<file path="src/rtl/t33h_pkg.sv">
// Shared types and constants for the times-33 string hash bucket core.
// No dependencies; every other file of the block imports this package.
`timescale 1ns / 1ps

package t33h_pkg;

	localparam int HASH_W     = 32;
	localparam int CHAR_W     = 8;
	localparam int BKT_W      = 16;
	localparam int HASH_SHIFT = 5;
	localparam int CNT_W      = $clog2(HASH_W);

	localparam logic [BKT_W-1:0] BKT_RESET = 16'd100;

	// key queue between front and back: two entries, one pointer bit
	localparam int QDEPTH = 2;
	localparam int QPTR_W = 1;
	localparam int QCNT_W = 2;

	typedef struct packed {
		logic full;
		logic empty;
	} q_status_t;

	typedef enum logic [2:0] {
		ST_IDLE = 3'b001,
		ST_RUN  = 3'b010,
		ST_DONE = 3'b100
	} back_state_t;

endpackage

</file>
<file path="src/rtl/t33h_front.sv">
// Front end: accepts characters and keeps the running times-33 hash.
// Pushes the finished hash of each key into the key queue. Uses t33h_pkg.
`timescale 1ns / 1ps

module t33h_front
	import t33h_pkg::*;
(
	input  logic              clk,
	input  logic              arst_n,
	input  logic              in_valid,
	output logic              in_ready,
	input  logic [CHAR_W-1:0] key_char,
	input  logic              key_end,
	input  q_status_t         q_stat,
	output logic              q_push,
	output logic [HASH_W-1:0] q_wdata
);

	logic [HASH_W-1:0] hash_q;
	logic [HASH_W-1:0] hash_upd;
	logic              accept;

	assign in_ready = !q_stat.full;
	assign accept   = in_valid && in_ready;

	// h*33 + c with c sign-extended
	assign hash_upd = {hash_q[HASH_W-HASH_SHIFT-1:0], {HASH_SHIFT{1'b0}}} + hash_q
		+ {{(HASH_W-CHAR_W){key_char[CHAR_W-1]}}, key_char};

	assign q_push  = accept && key_end;
	assign q_wdata = hash_upd;

	always_ff @(posedge clk or negedge arst_n) begin
		if (!arst_n) begin
			hash_q <= '0;
		end else if (accept) begin
			hash_q <= key_end ? '0 : hash_upd;
		end
	end

`ifndef SYNTHESIS
	a_end_clears: assert property (@(posedge clk) disable iff (!arst_n)
		(accept && key_end) |=> (hash_q == '0))
		else $error("running hash not cleared after last character");
`endif

endmodule

</file>
<file path="src/rtl/t33h_queue.sv">
// Two-entry key queue between the hash front end and the modulo back end.
// Register based; status travels as q_status_t from t33h_pkg.
`timescale 1ns / 1ps

module t33h_queue
	import t33h_pkg::*;
(
	input  logic              clk,
	input  logic              arst_n,
	input  logic              push,
	input  logic [HASH_W-1:0] wdata,
	input  logic              pop,
	output logic [HASH_W-1:0] rdata,
	output q_status_t         stat
);

	logic [HASH_W-1:0] mem_q [QDEPTH];
	logic [QPTR_W-1:0] wptr_q;
	logic [QPTR_W-1:0] rptr_q;
	logic [QCNT_W-1:0] cnt_q;

	assign stat.full  = (cnt_q == QCNT_W'(QDEPTH));
	assign stat.empty = (cnt_q == '0);
	assign rdata      = mem_q[rptr_q];

	always_ff @(posedge clk) begin
		if (push) begin
			mem_q[wptr_q] <= wdata;
		end
	end

	always_ff @(posedge clk or negedge arst_n) begin
		if (!arst_n) begin
			wptr_q <= '0;
			rptr_q <= '0;
			cnt_q  <= '0;
		end else begin
			if (push) begin
				wptr_q <= wptr_q + 1'b1;
			end
			if (pop) begin
				rptr_q <= rptr_q + 1'b1;
			end
			unique case ({push, pop})
				2'b10:   cnt_q <= cnt_q + 1'b1;
				2'b01:   cnt_q <= cnt_q - 1'b1;
				default: cnt_q <= cnt_q;
			endcase
		end
	end

`ifndef SYNTHESIS
	a_no_overflow: assert property (@(posedge clk) disable iff (!arst_n)
		!(push && stat.full))
		else $error("key queue overflow");
	a_no_underflow: assert property (@(posedge clk) disable iff (!arst_n)
		!(pop && stat.empty))
		else $error("key queue underflow");
`endif

endmodule

</file>
<file path="src/rtl/t33h_back.sv">
// Back end: takes one key hash from the queue, reduces it modulo the bucket
// count one quotient bit per cycle, and holds the result in an output register.
// Uses t33h_pkg.
`timescale 1ns / 1ps

module t33h_back
	import t33h_pkg::*;
(
	input  logic              clk,
	input  logic              arst_n,
	input  logic [BKT_W-1:0]  bucket_count,
	input  q_status_t         q_stat,
	input  logic [HASH_W-1:0] q_rdata,
	output logic              q_pop,
	output logic              out_valid,
	input  logic              out_ready,
	output logic [BKT_W-1:0]  bucket_index,
	output logic [HASH_W-1:0] full_hash
);

	back_state_t       state_q;
	logic [HASH_W-1:0] hash_q;
	logic [HASH_W-1:0] dvd_q;
	logic [BKT_W-1:0]  rem_q;
	logic [CNT_W-1:0]  cnt_q;
	logic              oval_q;
	logic [BKT_W-1:0]  oidx_q;
	logic [HASH_W-1:0] ohash_q;

	logic [BKT_W:0]    trial;
	logic [BKT_W:0]    diff;
	logic [BKT_W-1:0]  rem_next;
	logic              slot_free;

	assign trial     = {rem_q, dvd_q[HASH_W-1]};
	assign diff      = trial - {1'b0, bucket_count};
	assign rem_next  = (trial >= {1'b0, bucket_count}) ? diff[BKT_W-1:0] : trial[BKT_W-1:0];
	assign slot_free = !oval_q || out_ready;
	assign q_pop     = (state_q == ST_IDLE) && !q_stat.empty;

	assign out_valid    = oval_q;
	assign bucket_index = oidx_q;
	assign full_hash    = ohash_q;

	always_ff @(posedge clk or negedge arst_n) begin
		if (!arst_n) begin
			state_q <= ST_IDLE;
			cnt_q   <= '0;
			oval_q  <= 1'b0;
		end else begin
			if (state_q == ST_DONE && slot_free) begin
				oval_q <= 1'b1;
			end else if (out_ready) begin
				oval_q <= 1'b0;
			end
			unique case (state_q)
				ST_IDLE: begin
					if (!q_stat.empty) begin
						cnt_q   <= '0;
						state_q <= ST_RUN;
					end
				end
				ST_RUN: begin
					cnt_q <= cnt_q + 1'b1;
					if (cnt_q == CNT_W'(HASH_W - 1)) begin
						state_q <= ST_DONE;
					end
				end
				ST_DONE: begin
					// hold until the output register is free
					if (slot_free) begin
						state_q <= ST_IDLE;
					end
				end
				default: state_q <= ST_IDLE;
			endcase
		end
	end

	always_ff @(posedge clk) begin
		if (q_pop) begin
			hash_q <= q_rdata;
			dvd_q  <= q_rdata;
			rem_q  <= '0;
		end else if (state_q == ST_RUN) begin
			rem_q <= rem_next;
			dvd_q <= {dvd_q[HASH_W-2:0], 1'b0};
		end
		if (state_q == ST_DONE && slot_free) begin
			oidx_q  <= (bucket_count == '0) ? '0 : rem_q;
			ohash_q <= hash_q;
		end
	end

`ifndef SYNTHESIS
	a_rem_bound: assert property (@(posedge clk) disable iff (!arst_n)
		(state_q == ST_RUN && bucket_count != '0) |-> (rem_q < bucket_count))
		else $error("partial remainder not below bucket count");
	a_idx_bound: assert property (@(posedge clk) disable iff (!arst_n)
		$rose(oval_q) && bucket_count != '0 |-> (oidx_q < bucket_count))
		else $error("bucket index out of range");
	a_pop_idle: assert property (@(posedge clk) disable iff (!arst_n)
		q_pop |=> (state_q == ST_RUN))
		else $error("pop did not start a reduction");
`endif

endmodule

</file>
<file path="src/rtl/times33_string_hash_bucket_core.sv">
// Times-33 string hash with bucket index. A key arrives one signed character
// per item; characters are taken one per clock while the queue is not full,
// each updating the running hash as h*33 + c. The item marked key_end puts the
// key's 32-bit hash into a two-entry queue; a back end reduces it modulo
// bucket_count with a one-bit-per-cycle restoring remainder unit: queue pop, 32
// remainder steps, hand-off to the output register once free. Long keys stream
// at one character per cycle while results are taken; shorter keys are limited
// by that unit, with the queue absorbing short bursts. A bucket_count of 0 gives
// bucket_index 0. Write bucket_count only while no key is in flight.
// Depends on t33h_pkg, t33h_front, t33h_queue and t33h_back.
`timescale 1ns / 1ps

module times33_string_hash_bucket_core
	import t33h_pkg::*;
(
	input  logic              clk,
	input  logic              arst_n,
	input  logic              in_valid,
	output logic              in_ready,
	input  logic [CHAR_W-1:0] key_char,
	input  logic              key_end,
	output logic              out_valid,
	input  logic              out_ready,
	output logic [BKT_W-1:0]  bucket_index,
	output logic [HASH_W-1:0] full_hash,
	input  logic              cfg_we,
	input  logic [BKT_W-1:0]  cfg_wdata
);

	logic [BKT_W-1:0]  bucket_count_q;
	q_status_t         q_stat;
	logic              q_push;
	logic              q_pop;
	logic [HASH_W-1:0] q_wdata;
	logic [HASH_W-1:0] q_rdata;

	always_ff @(posedge clk or negedge arst_n) begin
		if (!arst_n) begin
			bucket_count_q <= BKT_RESET;
		end else if (cfg_we) begin
			bucket_count_q <= cfg_wdata;
		end
	end

	t33h_front u_front (
		.clk      (clk),
		.arst_n   (arst_n),
		.in_valid (in_valid),
		.in_ready (in_ready),
		.key_char (key_char),
		.key_end  (key_end),
		.q_stat   (q_stat),
		.q_push   (q_push),
		.q_wdata  (q_wdata)
	);

	t33h_queue u_queue (
		.clk    (clk),
		.arst_n (arst_n),
		.push   (q_push),
		.wdata  (q_wdata),
		.pop    (q_pop),
		.rdata  (q_rdata),
		.stat   (q_stat)
	);

	t33h_back u_back (
		.clk          (clk),
		.arst_n       (arst_n),
		.bucket_count (bucket_count_q),
		.q_stat       (q_stat),
		.q_rdata      (q_rdata),
		.q_pop        (q_pop),
		.out_valid    (out_valid),
		.out_ready    (out_ready),
		.bucket_index (bucket_index),
		.full_hash    (full_hash)
	);

endmodule

</file>
<file path="config.mk">
export PLATFORM = sky130hd
export DESIGN_NAME = times33_string_hash_bucket_core
export DESIGN_NICKNAME = d
export VERILOG_FILES = /design/src/rtl/t33h_pkg.sv /design/src/rtl/t33h_front.sv /design/src/rtl/t33h_queue.sv /design/src/rtl/t33h_back.sv /design/src/rtl/times33_string_hash_bucket_core.sv
export SDC_FILE = /design/constraint.sdc
export NUM_CORES = 1
export LEC_CHECK = 0
export ABC_AREA = 1
export BUFFER_PORTS_ARGS = -buffer_cell sky130_fd_sc_hd__buf_2
export CAP_MARGIN = 20
export CELL_PAD_IN_SITES_DETAIL_PLACEMENT = 1
export CELL_PAD_IN_SITES_GLOBAL_PLACEMENT = 2
export CORE_ASPECT_RATIO = 0.75
export CORE_MARGIN = 2
export CORE_UTILIZATION = 42
export DETAILED_ROUTE_END_ITERATION = 8
export GPL_ROUTABILITY_DRIVEN = 0
export PLACE_DENSITY_LB_ADDON = 0.05
export SKIP_LAST_GASP = 1
export SLEW_MARGIN = 20
export SYNTH_ARGS = -nofsm -noshare
export SYNTH_HDL_FRONTEND = slang
export SYNTH_SLANG_ARGS = --single-unit
</file>
<file path="constraint.sdc">
create_clock -name clk -period 5.4 [get_ports clk]
set_input_delay 1.08 -clock clk [delete_from_list [all_inputs] [get_ports clk]]
set_output_delay 1.08 -clock clk [all_outputs]
set_load 0.02 [all_outputs]
</file>
==> results.md <==
- Fin crit share: 68.63%
- Area occupied by multi-input gates: 0.005356 mm^2
- Worst-path clk slew: 0.06 ns
- WL per Instance: 18.82 um
- Status: finished clean
- Die area: 0.03340 mm^2
- Layout area overhead: 12.23%
- CTS H-Tree Depth: 1
- FF-to-FF path depth: 14
- # DRC: 0
- Port bufs: 79
- Die H: 158.8 um
- Slew Viols, Final: 0
- Synth Flop Type: edfxtp_1
- GRT Total Usage: 23.03%
- Hold_buf cts: 0
- Post-synth EDFFs: 176
- Count leader, synth: nand2_1
- Crit-path most repeated cell: nand2_1
- Warnings from Yosys: 0
- Final setup viols: 0
- CP required: 5.67 ns
- CORE AREA: 0.03132 mm^2
- Post-layout util: 48.06%
- Max Clk Rate: 269.8 MHz
- Worst r2r src: u_front.hash_q[5]$_DFFE_PN0P_
- P per Cell Area: 730.5 mW/mm^2
- CP peak stage delay: 0.70 ns
- Setup slack, reg-to-reg: 2.48 ns
- First-pass DRT Iterations: 5
- Fillers: 3,648
- Synthesized flop and latch total: 253
- Mapped Nets: 1,601
- Nets: 1,690
- Synth area leaders: edfxtp_1, nand2_1, dfrtp_1
- CTS buffer count: 26
- Critical Path Start: key_char[7]
- Number of global-route vias before repair: 10,170
- CP arrival: 3.97 ns
- Setup WS pre-CTS: 1.102 ns
- End point of the critical path: u_queue.mem_q[0][25]$_DFFE_PP_
- Max Cap Viol: 0
- Worst-Skew Late Latency: 0.55 ns
- Initial Utilization: 42.83%
- Antenna violations before repair: 0
- Worst vdd ir: 0.0002738 V
- Leak pwr: 7.208 nW
- Post-Synth Adder-Cell Area: 9.216%
- Multiplexer share of the synthesized area: 0%
- Die Wd: 210.4 um
- Xor/xnor share of the synthesized area: 1.828%
- N_diodes: 0
- First-pass GRT wire length: 58,910 um
- # rows: 56
- Worst R2R End: u_queue.mem_q[0][19]$_DFFE_PP_
- RSZ-0062 raised after global routing: no
- Total power: 0.01100 W
- Maximum buffer depth of the clock tree: 3
- Setup TNS Final: 0 ns
- Avg Inst Size Synth: 9.008 um^2
- TritonCTS clock tree: yes
- Post-Synth Simple-Gate Area: 25.58%
- Share of cells above drive strength 1: 11.20%
- Final Critical Period: 3.706 ns
- Final Hold Fails: 0
- Mapped cell area: 0.01341 mm^2
- Critical-path top delay cell: buf_2
- GRT overflow: 0
- Crit path launch type: input port
- Final antenna-violating net count: 0
- Hold Crit Class: reg -> reg
- Non-Filler Instances: 2,004
- Crit. End Element: flip-flop
- Critical path type: in -> reg
- Largest net degree at the start of global routing: 65
- Top cells by count, synth: nand2_1, inv_1, edfxtp_1
- DR vias: 10,040
- Setup Skew: 0.02258 ns
- Yosys cell types: 41
- Crit-path cells: buf_2 > fa_1 > ha_1 > nand2_1 > inv_1 > nand2_1 > nor3_1 > nand3_1 > nand3_1 > nand2_1 > and2_1
- Main combinational cell family by area after synthesis: simple AND/OR/NAND/NOR gates
- Via density: 5.010
- Mapped Cells: 1,489
- Post-route setup slack: 1.694 ns
- DP Cell Count: 1,956
- Clock root cell: clkbuf_16
- DRT iter0 DRCs: 666
- Actual slew at the worst max-slew pin: 0.9472 ns
- Sequential share of the synthesized area: 53.21%
- Final WL: 37,710 um
- Post-CTS Setup Inserts: 0
- Post-DP HPWL: 28,800 um
- Ys async rst share: 24.11%
- Top cell type's share of synthesized area: 39.40%
- Clock sinks: 253
- Register Area: 0.007137 mm^2
- I/O pins: 80
- Synth Area in Compound Gates: 3.218%
- Slew headroom: 36.78%
- Post-CTS sizing: 0
- Worst-path fanout max: 24
- Cell taking the most area after synthesis: edfxtp_1
worst max-delay path: cells and delay by family:
family                   cells  cell delay, ns
buffers and inverters        2            0.80
AND/OR/NAND/NOR              7            1.11
adder cells (fa/ha/maj)      2            0.94
cells by family (layout without fill, tap and decap cells):
group | count (synthesis) | count (layout)
buffers and inverters | 239 | 348
XOR/XNOR | 28 | 28
AO/OA/AOI/OAI | 78 | 78
AND/OR/NAND/NOR | 809 | 809
adder cells (fa/ha/maj) | 82 | 82
flip-flops | 253 | 253
cells in the final DEF, fill, tap and decap left out, types with 2 or more instances in the layout:
cell,Yosys,layout
dfrtp_1,57,57
nor2_4,4,5
and2_1,18,18
nor2_1,74,71
edfxtp_1,176,176
buf_2,9,79
a21oi_1,30,30
nand2_1,581,581
nand2_2,9,9
nor3_1,9,9
inv_2,6,7
clkbuf_16,0,26
nand3_1,73,73
nand3b_1,4,4
o21ai_0,30,30
ha_1,54,54
clkinv_1,0,7
nor4_2,2,2
xor2_1,16,16
o21bai_1,2,2
or2_2,3,3
clkbuf_1,16,9
o21ai_2,3,3
inv_1,204,202
nor2_2,2,4
xnor2_1,12,12
a22o_1,5,5
dfxtp_1,16,16
buf_4,2,11
or2_0,2,2
nand4_1,8,8
clkinv_2,0,3
o21ai_1,5,5
dfstp_2,4,4
nand3_2,17,17
fa_1,28,28
report_power, final:
part / internal, W / total, W / leakage (nW) / switching, W
Clock: 0.000940 / 0.00171 / 0.379 / 0.000766
Sequential: 0.00324 / 0.00359 / 2.53 / 0.000349
Combinational: 0.00165 / 0.00570 / 4.29 / 0.00405
how the worst min path moves through the flow:
stage,startpoint,slack [ns],depth (start not counted),endpoint
detailed placement,u_back.hash_q[8]$_DFFE_PP_,0.41,0,u_back.full_hash[8]$_DFFE_PP_
floorplan,u_back.hash_q[0]$_DFFE_PP_,0.40,0,u_back.full_hash[0]$_DFFE_PP_
global placement,u_back.hash_q[18]$_DFFE_PP_,0.40,0,u_back.full_hash[18]$_DFFE_PP_
finish,u_back.hash_q[16]$_DFFE_PP_,0.42,0,u_back.full_hash[16]$_DFFE_PP_
CTS,u_back.hash_q[8]$_DFFE_PP_,0.42,0,u_back.full_hash[8]$_DFFE_PP_
global route,u_back.hash_q[29]$_DFFE_PP_,0.43,0,u_back.full_hash[29]$_DFFE_PP_
area by class of cell:
class                   instances  share of cell area [%]
inverters                     210                   5.245
flip-flops and latches        253                   47.41
clock inverters                13                  0.6649
repair buffers                 90                   3.175
clock buffers                  35                   4.547
multi-input cells             997                   35.58
well taps                     406                   3.375
metal layers:
layer	routed length [um]	part of all wire (%)	vias to the layer above	GRT usage [%]
li1	-	-	4895	-
met1	21430	57	4960	39.11
met2	14330	38	160	30.72
met3	1612	4.3	26	3.619
met4	343	0.91	0	2.966
met5	0	0	-	0
through the flow:
| step | hold slack (ns) | area [um^2] |
|---|---|---|
| floorplan | 0.4003 | 13410 |
| global placement | 0.4048 | 14270 |
| detailed placement | 0.4061 | 14270 |
| CTS | 0.4204 | 15050 |
| global route | 0.4264 | 15050 |
| finish | 0.4193 | 15050 |
sequential cells by signal (all words and copies together) (netlist names), 3 cells and up:
name                 flops
bucket_count_q          16
u_back.full_hash        32
u_back.state_q           3
u_queue.mem_q           64
u_back.dvd_q            32
u_back.rem_q            16
u_back.bucket_index     16
u_back.cnt_q             5
u_front.hash_q          32
u_back.hash_q           32
Note: power is estimated with default switching activity, not from simulation.
